===== src/rtl/max_priority_table_core_defines.svh =====
// Assertion macros used by the priority table core.
`ifndef MAX_PRIORITY_TABLE_CORE_DEFINES_SVH
`define MAX_PRIORITY_TABLE_CORE_DEFINES_SVH

// Same-cycle implication, checked outside reset.
`define MPT_ASSERT_NOW(label, clk, rst, ante, cons) \
  label: assert property (@(posedge clk) disable iff (rst) (ante) |-> (cons)) \
    else $error("max_priority_table: same-cycle check failed");

// Next-cycle implication, checked outside reset.
`define MPT_ASSERT_NEXT(label, clk, rst, ante, cons) \
  label: assert property (@(posedge clk) disable iff (rst) (ante) |=> (cons)) \
    else $error("max_priority_table: next-cycle check failed");

`endif


===== src/rtl/mpt_pkg.sv =====
// Types and codes shared by the priority table modules.
package mpt_pkg;

  // Stored entry: priority in the high byte, tag in the low byte.
  typedef logic [15:0] entry_t;
  typedef logic [1:0]  status_t;

  localparam logic CMD_INSERT  = 1'b0;
  localparam logic CMD_EXTRACT = 1'b1;

  localparam status_t ST_OK    = 2'd0;
  localparam status_t ST_EMPTY = 2'd1;
  localparam status_t ST_FULL  = 2'd2;

  typedef struct packed {
    entry_t     word;
    logic [7:0] occupancy;
    status_t    status;
  } result_t;

endpackage


===== src/rtl/max_priority_table_core.sv =====
// An insert goes from acceptance to the result state; the next item is taken after that.
// An extract on a non-empty table makes one memory read per stored entry through the
// single read port, then passes through the result state.
// An extract on an empty table goes straight to the result state, like an insert.
// Reset clears the item count and the handshake state; memory contents are not cleared.
`include "max_priority_table_core_defines.svh"

module max_priority_table_core
  import mpt_pkg::*;
#(
  parameter int CAPACITY = 128
) (
  input  logic       clk,
  input  logic       rst,
  input  logic       req_valid,
  output logic       req_stall,
  input  logic       cmd,
  input  logic [7:0] priority_req,
  input  logic [7:0] tag,
  output logic       rsp_valid,
  input  logic       rsp_stall,
  output logic [7:0] out_priority,
  output logic [7:0] out_tag,
  output logic [7:0] occupancy,
  output logic [1:0] status
);

  localparam int ADDR_W = (CAPACITY > 1) ? $clog2(CAPACITY) : 1;
  localparam int CNT_W  = $clog2(CAPACITY + 1);

  logic              mem_we;
  logic [ADDR_W-1:0] mem_waddr;
  entry_t            mem_wdata;
  logic              mem_re;
  logic [ADDR_W-1:0] mem_raddr;
  entry_t            mem_rdata;
  logic              res_valid;
  logic              res_free;
  result_t           res;
  result_t           rsp;

  mpt_store #(
    .DEPTH  (CAPACITY),
    .ADDR_W (ADDR_W)
  ) u_store (
    .clk   (clk),
    .we    (mem_we),
    .waddr (mem_waddr),
    .wdata (mem_wdata),
    .re    (mem_re),
    .raddr (mem_raddr),
    .rdata (mem_rdata)
  );

  mpt_ctrl #(
    .CAPACITY (CAPACITY),
    .ADDR_W   (ADDR_W),
    .CNT_W    (CNT_W)
  ) u_ctrl (
    .clk          (clk),
    .rst          (rst),
    .req_valid    (req_valid),
    .req_stall    (req_stall),
    .cmd          (cmd),
    .priority_req (priority_req),
    .tag          (tag),
    .mem_we       (mem_we),
    .mem_waddr    (mem_waddr),
    .mem_wdata    (mem_wdata),
    .mem_re       (mem_re),
    .mem_raddr    (mem_raddr),
    .mem_rdata    (mem_rdata),
    .res_valid    (res_valid),
    .res_free     (res_free),
    .res          (res)
  );

  // Output register: a waiting item does not keep the sequencer from taking a request.
  assign res_free = !rsp_valid || !rsp_stall;

  always_ff @(posedge clk) begin
    if (rst) begin
      rsp_valid <= 1'b0;
    end else if (res_free) begin
      rsp_valid <= res_valid;
    end
  end

  always_ff @(posedge clk) begin
    if (res_free && res_valid) begin
      rsp <= res;
    end
  end

  assign out_priority = rsp.word[15:8];
  assign out_tag      = rsp.word[7:0];
  assign occupancy    = rsp.occupancy;
  assign status       = rsp.status;

  `MPT_ASSERT_NOW(a_empty_result_zero, clk, rst, rsp_valid && (status == ST_EMPTY), (occupancy == 8'd0) && (out_priority == 8'd0) && (out_tag == 8'd0))
  `MPT_ASSERT_NOW(a_full_result_zero, clk, rst, rsp_valid && (status == ST_FULL), (out_priority == 8'd0) && (out_tag == 8'd0))
  `MPT_ASSERT_NEXT(a_busy_after_accept, clk, rst, req_valid && !req_stall, req_stall)
  `MPT_ASSERT_NOW(a_no_result_mem_write, clk, rst, res_valid, !mem_we && !mem_re)

endmodule


===== src/rtl/mpt_store.sv =====
// Entry memory: one write port, one read port with registered read data.
module mpt_store
  import mpt_pkg::*;
#(
  parameter int DEPTH  = 128,
  parameter int ADDR_W = 7
) (
  input  logic              clk,
  input  logic              we,
  input  logic [ADDR_W-1:0] waddr,
  input  entry_t            wdata,
  input  logic              re,
  input  logic [ADDR_W-1:0] raddr,
  output entry_t            rdata
);

  entry_t mem [DEPTH];

  always_ff @(posedge clk) begin
    if (we) begin
      mem[waddr] <= wdata;
    end
  end

  always_ff @(posedge clk) begin
    if (re) begin
      rdata <= mem[raddr];
    end
  end

endmodule


===== src/rtl/mpt_ctrl.sv =====
// Sequencer: appends inserts, scans the memory for the greatest entry on extract.
module mpt_ctrl
  import mpt_pkg::*;
#(
  parameter int CAPACITY = 128,
  parameter int ADDR_W   = 7,
  parameter int CNT_W    = 8
) (
  input  logic              clk,
  input  logic              rst,
  input  logic              req_valid,
  output logic              req_stall,
  input  logic              cmd,
  input  logic [7:0]        priority_req,
  input  logic [7:0]        tag,
  output logic              mem_we,
  output logic [ADDR_W-1:0] mem_waddr,
  output entry_t            mem_wdata,
  output logic              mem_re,
  output logic [ADDR_W-1:0] mem_raddr,
  input  entry_t            mem_rdata,
  output logic              res_valid,
  input  logic              res_free,
  output result_t           res
);

  localparam logic [1:0] S_IDLE   = 2'd0;
  localparam logic [1:0] S_SCAN   = 2'd1;
  localparam logic [1:0] S_RESULT = 2'd2;

  logic [1:0]        state, state_next;
  logic [CNT_W-1:0]  count, count_next;
  logic [ADDR_W-1:0] scan_addr, scan_addr_next;
  logic [ADDR_W-1:0] best_idx, best_idx_next;
  entry_t            best, best_next;
  result_t           res_next;

  logic              accept;
  logic              take;
  logic              last;
  entry_t            cur_best;
  logic [ADDR_W-1:0] cur_idx;
  logic [CNT_W-1:0]  count_dec;
  logic [CNT_W-1:0]  count_inc;

  assign req_stall = (state != S_IDLE);
  assign accept    = req_valid && !req_stall;
  assign res_valid = (state == S_RESULT);
  assign count_dec = count - CNT_W'(1);
  assign count_inc = count + CNT_W'(1);

  // Read data arriving now belongs to scan_addr; the first one seeds the maximum.
  assign take     = (scan_addr == '0) || (mem_rdata > best);
  assign cur_best = take ? mem_rdata : best;
  assign cur_idx  = take ? scan_addr : best_idx;
  assign last     = (CNT_W'(scan_addr) == count_dec);

  always_comb begin
    state_next     = state;
    count_next     = count;
    scan_addr_next = scan_addr;
    best_idx_next  = best_idx;
    best_next      = best;
    res_next       = res;
    mem_we         = 1'b0;
    mem_waddr      = count[ADDR_W-1:0];
    mem_wdata      = {priority_req, tag};
    mem_re         = 1'b0;
    mem_raddr      = '0;
    unique case (state)
      S_IDLE: begin
        if (accept) begin
          if (cmd == CMD_INSERT) begin
            state_next = S_RESULT;
            res_next.word = '0;
            if (count == CNT_W'(CAPACITY)) begin
              res_next.occupancy = 8'(count);
              res_next.status    = ST_FULL;
            end else begin
              mem_we             = 1'b1;
              count_next         = count_inc;
              res_next.occupancy = 8'(count_inc);
              res_next.status    = ST_OK;
            end
          end else if (count == '0) begin
            state_next         = S_RESULT;
            res_next.word      = '0;
            res_next.occupancy = '0;
            res_next.status    = ST_EMPTY;
          end else begin
            mem_re         = 1'b1;
            mem_raddr      = '0;
            scan_addr_next = '0;
            state_next     = S_SCAN;
          end
        end
      end
      S_SCAN: begin
        best_next     = cur_best;
        best_idx_next = cur_idx;
        if (last) begin
          // The last stored entry fills the slot of the one removed.
          mem_we             = 1'b1;
          mem_waddr          = cur_idx;
          mem_wdata          = mem_rdata;
          count_next         = count_dec;
          res_next.word      = cur_best;
          res_next.occupancy = 8'(count_dec);
          res_next.status    = ST_OK;
          state_next         = S_RESULT;
        end else begin
          mem_re         = 1'b1;
          mem_raddr      = ADDR_W'(scan_addr + 1'b1);
          scan_addr_next = ADDR_W'(scan_addr + 1'b1);
        end
      end
      S_RESULT: begin
        if (res_free) begin
          state_next = S_IDLE;
        end
      end
      default: begin
        state_next = S_IDLE;
      end
    endcase
  end

  always_ff @(posedge clk) begin
    if (rst) begin
      state <= S_IDLE;
      count <= '0;
    end else begin
      state <= state_next;
      count <= count_next;
    end
  end

  always_ff @(posedge clk) begin
    scan_addr <= scan_addr_next;
    best_idx  <= best_idx_next;
    best      <= best_next;
    res       <= res_next;
  end

endmodule


===== config.mk =====
export PLATFORM = sky130hd
export DESIGN_NAME = max_priority_table_core
export DESIGN_NICKNAME = d
export VERILOG_FILES = /design/src/rtl/mpt_pkg.sv /design/src/rtl/max_priority_table_core.sv /design/src/rtl/mpt_store.sv /design/src/rtl/mpt_ctrl.sv
export VERILOG_INCLUDE_DIRS = /design/src /design/src/rtl
export SDC_FILE = /design/constraint.sdc
export NUM_CORES = 2
export LEC_CHECK = 0
export ABC_AREA = 1
export BUFFER_PORTS_ARGS = -buffer_cell sky130_fd_sc_hd__clkbuf_2
export CAP_MARGIN = 20
export CORE_ASPECT_RATIO = 1.75
export CORE_MARGIN = 8
export CORE_UTILIZATION = 40
export DETAILED_ROUTE_END_ITERATION = 8
export PLACE_DENSITY = 0.65
export SYNTH_ARGS = -nofsm -noshare
export SYNTH_HDL_FRONTEND = slang
export SYNTH_SLANG_ARGS = --single-unit

===== constraint.sdc =====
create_clock -name clk -period 9.6 [get_ports clk]
set_clock_uncertainty 0.15 [all_clocks]
set_input_delay 2.4 -clock clk [delete_from_list [all_inputs] [get_ports clk]]
set_output_delay 2.4 -clock clk [all_outputs]
set_load 0.02 [all_outputs]

* Word-level counts from Yosys, hierarchy flattened *
Memories as Yosys holds them, arrays and structs flattened. A register that Yosys moved wholly into a read port is not among the register bits.
Cells that the tools add are included.

storage, ports and cells
  memory bits (writable) = 2048
  logic and storage cells = 88
  bits of input ports = 21
  output and inout bits = 28
  flip-flop bits (word level) = 93
  memories = 1

cells by class
  $add $sub $neg = 3
  equality and inequality tests = 13
  mux-type cells = 42
  reduce and logical (&&, ||, !) cells = 16
  $lt $le $gt $ge = 1

memories
  memory       words  bits a word  read ports  clocked after memory_dff  wr ports  line             text
  u_store.mem  128    16           1           1                         1         mpt_store.sv:17  entry_t mem [DEPTH];

operators with widths
  kind                                                                 count
  26-bit two-way mux                                                   4
  7-bit two-way mux                                                    9
  26-bit case mux with 2 select lines                                  1
  16-bit two-way mux                                                   3
  8-bit two-way mux                                                    4
  16-bit greater-than comparator                                       1
  8-bit case mux with 2 select lines                                   1
  7-bit case mux with 2 select lines                                   1
  1-bit two-way mux                                                    10
  10-bit two-way mux                                                   1
  2-bit two-way mux                                                    5
  2-bit != test (second input constant)                                5
  5-bit AND reduction                                                  2
  8-bit by 1-bit adder with 8-bit output (second input constant)       1
  7-bit by 8-bit equality test with 1-bit output                       1
  8-bit equality test (second input constant)                          1
  8-bit zero test                                                      1
  8-bit by 1-bit subtractor with 8-bit output (second input constant)  1
  7-bit by 1-bit adder with 7-bit output (second input constant)       1
  7-bit zero test                                                      1
  2-bit by 1-bit != test with 1-bit output (second input constant)     3
  2-bit case mux with 3 select lines                                   1
  1-bit case mux with 2 select lines                                   2
  4-bit AND reduction                                                  1
  9 further kinds                                                      14

* Depth between registers and ports, before layout *
  depth in word-level cells = 7
  mapped depth = 23

* Hierarchy *
Synthesis repeated with hierarchy kept, for this count alone.

unflattened totals
  cell total of the unflattened synthesis = 7348
  area, all modules = 87956.9 sq um

by module, submodules not included
  module                   area an instance (sq um)  cells each  instances  sequential area each (sq um)
  mpt_store                82988.3                   6793        1          61979.4
  mpt_ctrl                 4144.0                    524         1          1881.8
  max_priority_table_core  824.5                     31          1          800.8

* Least setup slack after synthesis *
Ideal clock, no wire load.

  path type = flip-flop to flip-flop
  start = register u_ctrl.count[0]
  end = memory u_store.mem[0][0] (netlist bit), data pin
  required time = 8.253 ns
  arrival time = 6.992 ns
  cell stages (with the launch flop) = 16
  path buffers = 2
  setup time = 1.197 ns
  clock period less this slack = 8.339 ns
  slack = 1.261 ns
  cells stage by stage = dfxtp_1 inv_2 ha_1 nand2_1 inv_1 nor2_1 nand2_1 nor2_1 nand3_1 nor2_2 nand2_4 nor2_8 inv_4 buf_2 clkbuf_1 o21ai_0

between the ends
  cells in the longest elaborated chain, start to end = 4

RTL lines
  what                                            line                           text
  start: declaration                              mpt_ctrl.sv:32                 logic [CNT_W-1:0] count, count_next;
  start signal: assignment                        mpt_ctrl.sv:134                count <= count_next;
  8-bit by 1-bit subtractor with 8-bit output     mpt_ctrl.sv:49                 assign count_dec = count - CNT_W'(1);
  7-bit by 8-bit equality test with 1-bit output  mpt_ctrl.sv:56                 assign last = (CNT_W'(scan_addr) == count_dec);
  16-bit two-way mux                              mpt_ctrl.sv:101                if (last) begin
  16-bit two-way mux                              mpt_ctrl.sv:70                 unique case (state)
  named net mem_wdata[0]                          max_priority_table_core.sv:33  entry_t mem_wdata;
  end: declaration                                mpt_store.sv:17

The timed path passes the listed nets, and every way through them passes these cells.

* Worst setup path after layout *
  start = register u_ctrl.count[0]
  end = register u_store.rdata[14], read port of u_store.mem, data pin

between the ends
  cells in the longest elaborated chain, start to end = 5

RTL lines
  what                                                                                                 line             text
  parallel branches: the longest is 5 deep, another holds 8-bit by 1-bit subtractor with 8-bit output  n/a
  end: declaration                                                                                     mpt_store.sv:14  output entry_t rdata

Several ways; the timed one is not identified.
A chain may end at the register's enable or synchronous reset.

==> implementation parameters <==
Parameter                              Value

Outcome
  Result of the run ... complete, no violations

Floorplanning
  Starting density of the core ... 40.1%
  Boundary pin count ... 49
  Die Area ... 254,000 sq um
  Die span in y ... 661 microns
  Total core area ... 237,000 sq um
  Row count ... 237
  Chip Width ... 385 microns

Logic synthesis
  Leading post-synthesis cells by instance count ... 2,146 x sky130_fd_sc_hd__edfxtp_1, 2,024 x sky130_fd_sc_hd__nand3_1, 1,007 x sky130_fd_sc_hd__inv_1, 997 x sky130_fd_sc_hd__nand2_1, 695 x sky130_fd_sc_hd__nand3b_1
  Net count after synthesis ... 8,260
  Number of distinct library cells after synthesis ... 41
  Synth top area cells ... sky130_fd_sc_hd__edfxtp_1 68%, sky130_fd_sc_hd__nand3_1 11%, sky130_fd_sc_hd__nand3b_1 5.5%
  Post-Synthesis Cells ... 8,219
  Number of warnings issued by yosys ... 0
  Average cell area after synthesis ... 11.6 sq um
  Mux contribution to synthesized area ... 0%
  Fraction of the mapped netlist area in compound gates ... 2.04%
  Basic-gate share of the synthesized area counting and, or, nand and nor cells ... 22.7%
  Share of flip-flops with an asynchronous set or reset after synthesis ... 0%
  Synthesized-area fraction occupied by xor and xnor cells ... 0.0644%
  Number of flip-flops and latches in the synthesized netlist ... 2,157
  Fraction of synthesized cell area taken by the top area cell type ... 67.7%
  Sequential element share of the synthesized area ... 68.0%
  Leading cell type by number of instances after synthesis ... sky130_fd_sc_hd__edfxtp_1
  Netlist Area Pre-Place ... 95,100 sq um
  Main combinational cell family by area after synthesis ... simple AND/OR/NAND/NOR gates
  Most frequently used flop master after synthesis ... sky130_fd_sc_hd__edfxtp_1
  Synthesized-area fraction occupied by adder cells ... 0.263%
  Cell taking the most area after synthesis ... sky130_fd_sc_hd__edfxtp_1
  Number of flops mapped to enable cells by yosys ... 2,146

Global route
  Grt peak-use layer ... met2
  Number of antenna violations at the first check in global routing ... 5
  Met3 global-route usage ... 2.54%
  Pin count of the biggest net entering global routing ... 194
  Global-route wire length before repair ... 419,000 microns
  Overall track demand over capacity in global routing ... 21.9%
  Via count of the first global-routing pass ... 63,200
  Met1 global-route usage ... 24.9%
  Met2 capacity usage during global routing ... 38.0%
  Residual overflow from global routing ... 0

Drt
  Total Wirelength ... 289,000 microns
  Wire per inst ... 25.5 microns
  Antenna viol nets, final ... 0
  Ratio of routed vias to standard cells ... 5.69
  Number of optimization iterations in the first detailed-route pass ... 6
  Residual DRC count ... 0
  Starting DRT DRC Count ... 7,344
  Number of vias in the routed layout ... 64,500

Clock tree
  CTS tree ... done
  Clock network latency to the later pin of the worst-skew pair ... 0.85 ns
  Number of instances resized during post-cts repair ... 0
  CTS Buf Count ... 185
  Quantity of hold-fixing buffers added after cts ... 0
  Clock Tree Root ... sky130_fd_sc_hd__clkbuf_16
  Clock-pin slew on the worst setup and hold paths ... 0.07 ns
  CTS sink count ... 2,157
  Number of buffers on the longest clock path ... 4
  CTS HTree Levels ... 4
  Post-CTS setup repair buffer count ... 0

Cells and area
  Total Nets Final ... 8,140
  Fill cells ... 21,500
  Fraction of final layout cells sized beyond drive strength 1 ... 10.1%
  Area growth from synthesis to layout ... 9.83%
  Final Instance Area ... 104,000 sq um
  Layout Cells excl Fill ... 11,300

STA
  Count of final max-slew check failures ... 0
  Number of setup violations in the final report ... 0
  Part of the cycle the worst path needs ... 69.9%
  Slew @ Worst Pin ... 1.34 ns
  Maximum clock frequency ... 149 MHz
  Max-slew headroom ... 10.6%
  Final hold violations ... 0
  Unrepaired setup endpoints after global routing ... false
  Final-layout setup total negative slack ... 0 ns
  Post-route worst hold slack ... 0.261 ns
  Crit path time final ... 6.71 ns

Worst hold path
  Endpoint of the worst hold-timing path ... occupancy[1]
  Critical hold path startpoint ... u_ctrl.res[3]
  HP Class ... reg -> reg
  Number of instances on the worst hold path ... 0

Place
  HPWL after detailed placement ... 164,000 microns
  Post-Place Cell Area ... 98,700 sq um
  Number of instances in the placed design ... 11,000
  Final Wtd Congestion ... 0.881
  IO Port Bufs ... 48

Pwr
  Pwr Density ... 195 nW/um^2
  Proportion of power drawn by flip-flops and latches ... 52.1%
  Part of the total power dissipated in the clock network ... 36.2%
  Static leakage ... 38.8 nW
  Overall power after layout ... 20.3 mW
  Switching Fraction ... 25.8%
  Combinational power share ... 11.7%
  Worst voltage drop across the vdd grid ... 0.148 mV
  Net switching power figure ... 5.25 mW
  Cell-internal power ... 15.1 mW

Worst setup path
  Cell-by-cell listing of the critical path ... inv_2 -> ha_1 -> nand2_1 -> inv_1 -> nand3_1 -> nand3_1 -> nand2_1 -> nor2_2 -> nand2_8 -> buf_4 -> buf_4 -> buf_4 -> o2111ai_1 -> nand3_1 -> nand3_1 -> nand3_1 -> nand3_1 -> nand2_1 -> nand2_1 -> nand2_1
  Cell type group with the largest total delay on the critical path ... simple AND/OR/NAND/NOR gates
  Worst reg2reg startpoint ... u_ctrl.count[0]
  Depth of the worst register-to-register path ... 20
  RR Endpoint ... u_store.rdata[14]
  Buffer and inverter count on the worst path ... 5
  Data arrival time of the worst path ... 7.26 ns
  Worst-path maximum fanout ... 115
  Slowest stage cell on the critical path ... sky130_fd_sc_hd__buf_4
  Setup CP Type ... reg -> reg
  Most frequent cell on the critical path ... sky130_fd_sc_hd__nand3_1
  Endpoint required time on the critical path ... 10.14 ns
  Crit end category ... register
  Setup crit start kind ... register
  Minimum setup slack among reg-to-reg paths ... 2.89 ns
  Critical path's largest stage delay ... 0.83 ns

Job
  Count of maximum capacitance violations ... 0
==> layout by cell type, fill, tap and decap left out, drive strengths merged, types with 10 or more instances in the layout <==
master,n
edfxtp,2146
nand3,2026
inv,1023
nand2,1001
nand3b,695
clkbuf,286
or2,250
buf,227
nor2,192
o2111ai,161
clkinv,70
o21ai,49
ha,20
bufinv,14
a21oi,12
dfxtp,11
nor3,10
==> stage by stage <==
| step | setup slack (ns) | utilization (%) |
|---|---|---|
| 6_report | 2.89 | 44.0 |
| 5_1_grt | 2.61 | 44.0 |
| 4_1_cts | 3.07 | 44.0 |
| 3_5_place_dp | 3.09 | 41.6 |
| 3_3_place_gp | 3.09 | 41.6 |
| 2_1_floorplan | 1.26 | - |
==> power by group through the flow <==
stage | logic, mW | registers, mW | clock network, mW
3_5_place_dp | 2.35 | 10.8 | 0
4_1_cts | 2.35 | 10.6 | 7.44
2_1_floorplan | 1.40 | 10.8 | 0
6_report | 2.38 | 10.6 | 7.36
3_3_place_gp | 2.33 | 10.8 | 0
5_1_grt | 2.52 | 10.6 | 7.73
==> area by class of cell <==
cell class	instances	area, sq um	share of cell area (%)
Multi-Input combinational cell	4458	24100	23.1
Timing Repair Buffer	275	2280	2.18
Antenna cell	3	7.51	0.00719
Inverter	1022	3870	3.70
Sequential cell	2157	64700	61.9
Tap cell	3107	3890	3.72
Clock buffer	238	4930	4.72
Clock inverter	86	758	0.726
==> worst register-to-register path, delay by kind of cell, from the launching register on <==
family          cells  cell delay, ns
buf+inv             5            2.76
flops               1            0.40
simple gates       13            2.62
compound gates      1            0.32
fa+ha+maj           1            0.32
==> sequential cells by signal, indices dropped and copies added (netlist names) <==
register / count
occupancy: 8
out_priority: 8
out_tag: 8
rsp_valid: 1
status: 2
u_ctrl.best: 16
u_ctrl.best_idx: 7
u_ctrl.count: 8
u_ctrl.res: 26
u_ctrl.scan_addr: 7
u_ctrl.state: 2
u_store.mem: 2048
u_store.rdata: 16
==> routing by layer <==
layer / wire, microns / vias to the layer above
li1: - / 28600
met1: 100000 / 31900
met2: 143000 / 3205
met3: 20600 / 845
met4: 24800 / 2
met5: 13 / -
==> cells by family (layout without fill, tap and decap cells) <==
logic type	count (synthesis)	count (layout)
fa+ha+maj	20	20
flops	2157	2157
other cells	0	3
compound gates	251	251
xor+xnor	7	7
buf+inv	1604	1621
simple gates	4180	4180
==> worst max-delay path by stage <==
stage                    start                end  slack, ns  cells past startpoint
5_1_grt        u_ctrl.count[0]  u_store.rdata[14]       2.61                     21
4_1_cts        u_ctrl.count[0]  u_store.rdata[14]       3.07                     21
3_3_place_gp   u_ctrl.count[1]  u_store.rdata[14]       3.09                     21
2_1_floorplan  u_ctrl.count[0]  u_store.mem[0][0]       1.26                     15
3_5_place_dp   u_ctrl.count[0]  u_store.rdata[14]       3.09                     21
6_report       u_ctrl.count[0]  u_store.rdata[14]       2.89                     20
Note: power is estimated with default switching activity, not from simulation.
